===== src/rtl/core/qbf_pkg.sv =====
// Shared types, constants and helpers of the quadratic Bezier flattener.
package qbf_pkg;

   localparam int COORD_W       = 24;
   localparam int COLOR_W       = 8;
   localparam int LEVEL_W       = 3;
   localparam int TOL_W         = 32;
   localparam int CSR_DATA_W    = 32;
   localparam int CSR_INDEX_W   = 1;
   localparam int DEFAULT_DEPTH = 6;
   localparam logic [TOL_W-1:0] TOL_RESET = 32'd16384;

   // Second difference 2*c - s - e and its square.
   localparam int DIFF_W = COORD_W + 2;
   localparam int SQ_W   = 2 * DIFF_W - 1;
   localparam int SUM_W  = SQ_W + 1;

   typedef enum logic [CSR_INDEX_W-1:0] {
      CSR_TOLERANCE  = 1'b0,
      CSR_EMIT_COLOR = 1'b1
   } csr_index_type;

   typedef enum logic [1:0] {
      ST_IDLE,
      ST_SQUARE,
      ST_DECIDE
   } state_type;

   typedef logic signed [COORD_W-1:0] coord_type;

   typedef struct packed {
      coord_type x;
      coord_type y;
   } point_type;

   typedef struct packed {
      point_type          p0;
      point_type          p1;
      point_type          p2;
      logic [LEVEL_W-1:0] level;
   } stack_entry_type;

   typedef struct packed {
      logic load;
      logic square;
      logic split;
      logic emit;
      logic pop;
   } cmd_type;

   typedef struct packed {
      logic leaf;
      logic stack_empty;
      logic out_free;
   } status_type;

   // Midpoint of two coordinates, rounded toward minus infinity.
   function automatic coord_type half_sum(coord_type a, coord_type b);
      logic signed [COORD_W:0] s;
      s = {a[COORD_W-1], a} + {b[COORD_W-1], b};
      return s[COORD_W:1];
   endfunction

endpackage


===== src/rtl/core/qbf_ctrl.sv =====
// Sequencer of the flattener: walks the subdivision tree one node at a time.
module qbf_ctrl (
   input  logic                clock,
   input  logic                reset,
   input  logic                req_valid,
   output logic                req_ready,
   input  qbf_pkg::status_type status,
   output qbf_pkg::cmd_type    cmd
);
   import qbf_pkg::*;

   state_type state_ff;
   state_type state_in;

   always_ff @(posedge clock) begin
      if (reset) begin
         state_ff <= ST_IDLE;
      end else begin
         state_ff <= state_in;
      end
   end

   always_comb begin
      state_in  = state_ff;
      cmd       = '0;
      req_ready = 1'b0;
      case (state_ff)
         ST_IDLE: begin
            req_ready = 1'b1;
            if (req_valid) begin
               cmd.load = 1'b1;
               state_in = ST_SQUARE;
            end
         end
         ST_SQUARE: begin
            cmd.square = 1'b1;
            state_in   = ST_DECIDE;
         end
         ST_DECIDE: begin
            if (!status.leaf) begin
               cmd.split = 1'b1;
               state_in  = ST_SQUARE;
            end else if (status.out_free) begin
               // A leaf goes out as a chord; the stack then supplies the next piece.
               cmd.emit = 1'b1;
               if (status.stack_empty) begin
                  state_in = ST_IDLE;
               end else begin
                  cmd.pop  = 1'b1;
                  state_in = ST_SQUARE;
               end
            end
         end
         default: begin
            state_in = ST_IDLE;
         end
      endcase
   end

endmodule


===== config.mk =====
export PLATFORM = sky130hd
export DESIGN_NAME = qbf_ctrl
export DESIGN_NICKNAME = d
export VERILOG_FILES = /design/src/rtl/core/qbf_pkg.sv /design/src/rtl/core/qbf_ctrl.sv
export SDC_FILE = /design/constraint.sdc
export NUM_CORES = 1
export LEC_CHECK = 0
export BUFFER_PORTS_ARGS = -buffer_cell sky130_fd_sc_hd__buf_2
export CORE_AREA = 2 2 39 41
export CTS_CLUSTER_DIAMETER = 200
export DETAILED_ROUTE_END_ITERATION = 10
export DIE_AREA = 0 0 41 43
export HOLD_SLACK_MARGIN = 0.08
export SETUP_SLACK_MARGIN = 0.4
export SKIP_CTS_REPAIR_TIMING = 1
export SYNTH_ARGS = -nofsm -noshare
export SYNTH_HDL_FRONTEND = slang
export SYNTH_SLANG_ARGS = --single-unit

===== constraint.sdc =====
create_clock -name clock -period 0.85 [get_ports clock]
set_input_delay 0.0425 -clock clock [delete_from_list [all_inputs] [get_ports clock]]
set_output_delay 0.0425 -clock clock [all_outputs]
set_load 0.005 [all_outputs]

Word-level counts from Yosys, hierarchy flattened
Index checks and enable logic that the tools add are counted.
W data, S select, Z words.
{"block": "word_totals", "inputBits": 6, "out_inout_bits": 6, "register_bits": 2}
{"block": "op_classes", "n_eq_ne": 4, "reduce_logical": 2, "mux": 14}
{"op": "$mux W2", "n": 5}
{"op": "$mux W1", "n": 7}
{"op": "$pmux W2 S3", "n": 1}
{"op": "$mux W3", "n": 1}
{"op": "$ne A3 B3 Y1 const B", "n": 1}
{"op": "$eq A2 B1 Y1 const B", "n": 1}
{"op": "$eq A2 B2 Y1 const B", "n": 1}
{"op": "$logic_not A2 Y1", "n": 1}
{"op": "$ne A2 B2 Y1 const B", "n": 1}
{"op": "$reduce_and A2 Y1", "n": 1}

Logic depth before layout (Yosys ltp)
{"block": "depth", "word_depth": 4, "ltp_mapped": 2}

Worst setup path after synthesis
Ideal clock, no wire load.
{"block": "synth_path", "path_type": "flip-flop to flip-flop", "from": "register state_ff[0]", "to": "register state_ff[1]", "stages_incl_launch_ff": 3, "t_required_ns": 0.735, "t_arrival_ns": 0.750, "path_slack_ns": -0.015, "setup_time_ns": 0.115, "cell_sequence": "dfxtp_1 and4bb_2 o21ba_2"}
{"block": "synth_via", "elab_chain_cells": 3, "elab_cells_between_ends": 7, "cone_classes": "eq/ne: 4; mux: 1; reduce/logical: 2"}
{"item": "start: declaration", "line": "qbf_ctrl.sv:12", "rtl": "state_type state_ff;"}
{"item": "start signal: assignment", "line": "qbf_ctrl.sv:19", "rtl": "state_ff <= state_in;"}
{"item": "$eq A2 B2 Y1 or $logic_not A2 Y1 (tied branches)", "line": "qbf_ctrl.sv:27", "rtl": "case (state_ff)"}
{"item": "$ne A3 B3 Y1 (no source line) or $ne A2 B2 Y1 (tied branches)"}
{"item": "$reduce_and A2 Y1 (no source line)"}
Several ways; a longest one is shown, not always the timed one.
A chain may end at the register's enable or synchronous reset.

==> flow_metrics.env <==
export IMPL_reg_top3="state_ff x2"
export IMPL_drcViolationCount=0
export IMPL_p_sw_share_pct=23.9
export IMPL_drive_above_1_share_pct=84.4
export IMPL_register_area_um2=47.5
export IMPL_wire_per_inst_um=8.81
export IMPL_synth_area_um2=145
export IMPL_routed_via_density=3.63
export IMPL_wl_met1_um=140
export IMPL_synth_async_sr_flop_share_pct=0
export IMPL_crit_chain="and4b_2 > and2b_1 > buf_2"
export IMPL_fmax_mhz=909
export IMPL_synth_cell_type_count=13
export IMPL_initial_utilization_pct=10.5
export IMPL_regMostFlops="state_ff"
export IMPL_clock_sinks=2
export IMPL_num_io_pins=12
export IMPL_io_buffers=11
export IMPL_syn_num_nets=21
export IMPL_die_h_um=43
export IMPL_power_switching_mw=0.0988
export IMPL_worst_slack_ps=-251
export IMPL_cts_root_buf="clkbuf_4"
export IMPL_clkLatencyLatePin_ps=230
export IMPL_crit_cells=3
export IMPL_critPathArrivalTime_ps=1060
export IMPL_power_internal_mw=0.315
export IMPL_start_kind="flop"
export IMPL_vias=174
export IMPL_cp_max_fo=4
export IMPL_ys_flop_type="dfxtp_1"
export IMPL_cts_buffers=3
export IMPL_worst_path_max_delay_cell="dfxtp_4"
export IMPL_rows=14
export IMPL_synth_top_cell_by_area="dfxtp_1"
export IMPL_maxSlewHeadroom_pct=88.5
export IMPL_ys_seq_area_share_pct=27.6
export IMPL_setup_viol=8
export IMPL_grt_pass1_vias=176
export IMPL_fillers=164
export IMPL_p_leak_nw=0.145
export IMPL_whs_path_depth=2
export IMPL_wl_met2_um=245
export IMPL_nets=40
export IMPL_gr_total_overflow=0
export IMPL_drtPass1Iterations=3
export IMPL_hold_slack_ps=66.5
export IMPL_ant_nets=0
export IMPL_crit_type="flop to output pin"
export IMPL_core_mm2=0.00138
export IMPL_cp_end_kind="output pin"
export IMPL_grt_pass1_wl_um=717
export IMPL_post_route_period_util_pct=129
export IMPL_antenna_found_initial=0
export IMPL_top_layer_used="met4"
export IMPL_grt_max_degree=8
export IMPL_power_frac_seq_pct=26.2
export IMPL_finalPower_mw=0.414
export IMPL_synth_warnings=0
export IMPL_hold_path_class="input pin to flop"
export IMPL_synth_seq_cells=2
export IMPL_synth_edf_count=0
export IMPL_required_ps=810
export IMPL_yosys_top_cells_area="dfxtp_1, a311oi_2, and4bb_2"
export IMPL_dieWidth_um=41
export IMPL_violations="setup timing"
export IMPL_cpPeakStageDelay_ps=350
export IMPL_p_per_area_mw_per_mm2=1420
export IMPL_dieArea_mm2=0.00176
export IMPL_clkPwrFrac_pct=51.5
export IMPL_gpl_final_weighted_congestion=0.621
export IMPL_synth_cells=15
export IMPL_tightestPinTransition_ps=172
export IMPL_htree_levels=1
export IMPL_crit_family="simple AND/OR/NAND/NOR gates"
export IMPL_dr_wl_met3_um=18
export IMPL_cap_violations=0
export IMPL_worst_setup_hold_path_clk_slew_ps=30
export IMPL_clock_skew_ps=5.10
export IMPL_areaGrowthSynthToFinish_pct=101
export IMPL_combPwrFrac_pct=22.3
export IMPL_ys_top_cells_by_count="dfxtp_1, nor2_1"
export IMPL_finalHoldViolations=0
export IMPL_multi_input_area_um2=113
export IMPL_grt_total_usage_pct=7.20
export IMPL_n_antenna_cell=0
export IMPL_outcome="finished with violations"
export IMPL_finalCriticalPeriod_ps=1100
export IMPL_yosysTopAreaCellShare_pct=27.6
export IMPL_cp_num_buf_inv=1
export IMPL_final_max_slew_violation_count=0
export IMPL_peakVddDrop_v=0.000276
export IMPL_largest_reg_flops=2
export IMPL_rsz0062_at_grt="yes"
export IMPL_worst_r2r_cell_count=3
export IMPL_synth_avg_cell_area_um2=9.68
export IMPL_drt_wl_total_um=423
export IMPL_drt_iter0_markers=1
export IMPL_cts_buffer_depth=2
export IMPL_tritoncts="done"
-- cells by family (layout without fill, tap and decap cells) --
| group | after synthesis | in the layout | share of synthesized area, % |
|---|---|---|---|
| and+or+nand+nor | 10 | 10 | 50.0 |
| AOI/OAI and AO/OA | 2 | 2 | 17.2 |
| DFF | 2 | 2 | 27.6 |
| buffers and inverters | 1 | 18 | 5.17 |
-- worst register-to-register path: stages, from the launching register on --
cell	delay, ps
dfxtp_4	340
buf_4	130
or2_1	230
a311oi_2	220
-- path summary, 6_finish.rpt --
kind	start	to	slack, ps
hold / removal	status[2]	state_ff[0]$_SDFFE_PP0P_	70
setup / recovery	state_ff[0]$_SDFFE_PP0P_	cmd[0]	-250
hold reg to reg	state_ff[1]$_SDFFE_PP0P_	state_ff[0]$_SDFFE_PP0P_	560
setup reg to reg	state_ff[0]$_SDFFE_PP0P_	state_ff[0]$_SDFFE_PP0P_	-160
-- per-stage QoR --
stage / setup TNS (ps) / utilization (%) / instances / area, um2 / setup slack (ps)
3_5_place_dp: -60.2 / 16.3 / 42 / 225 / -31.2
2_1_floorplan: 0 / - / 15 / 150 / 15.0
3_3_place_gp: -28.5 / 16.3 / 42 / 225 / -15.4
4_1_cts: -1100 / 17.9 / 45 / 248 / -279
5_1_grt: -1550 / 21.1 / 48 / 292 / -300
6_report: -1180 / 21.1 / 48 / 292 / -251
-- layout make-up --
class / instances / share of cell area (%)
Tap cell: 16 / 6.87
Clock buffer: 3 / 7.73
Multi-Input combinational cell: 12 / 38.6
Sequential cell: 2 / 16.3
Timing Repair Buffer: 15 / 30.5
-- cell usage in the layout (no fill, tap or decap) --
cell	count
a311oi_2	1
and2b_1	1
buf_2	11
nor2_1	1
and4b_2	1
nor3b_2	1
nor2_2	1
and4bb_2	1
or2b_1	1
and2_1	1
buf_6	1
o21ba_2	1
clkbuf_4	3
or2_1	1
nor2b_4	1
dfxtp_4	2
buf_4	3
-- metal layers --
layer	GRT usage, %	vias up
li1	-	89
met1	5.40	77
met2	9.69	6
met3	3.14	2
met4	12.0	0
met5	0	-
-- power groups by stage --
| stage | Sequential, mW | Combinational, mW | Clock [mW] |
|---|---|---|---|
| 4_1_cts | 0.112 | 0.0702 | 0.230 |
| 3_5_place_dp | 0.114 | 0.0701 | 0 |
| 6_report | 0.109 | 0.0923 | 0.213 |
| 3_3_place_gp | 0.113 | 0.0696 | 0 |
| 5_1_grt | 0.110 | 0.103 | 0.244 |
| 2_1_floorplan | 0.111 | 0.0380 | 0 |
Power figures use the tool's default switching activity.
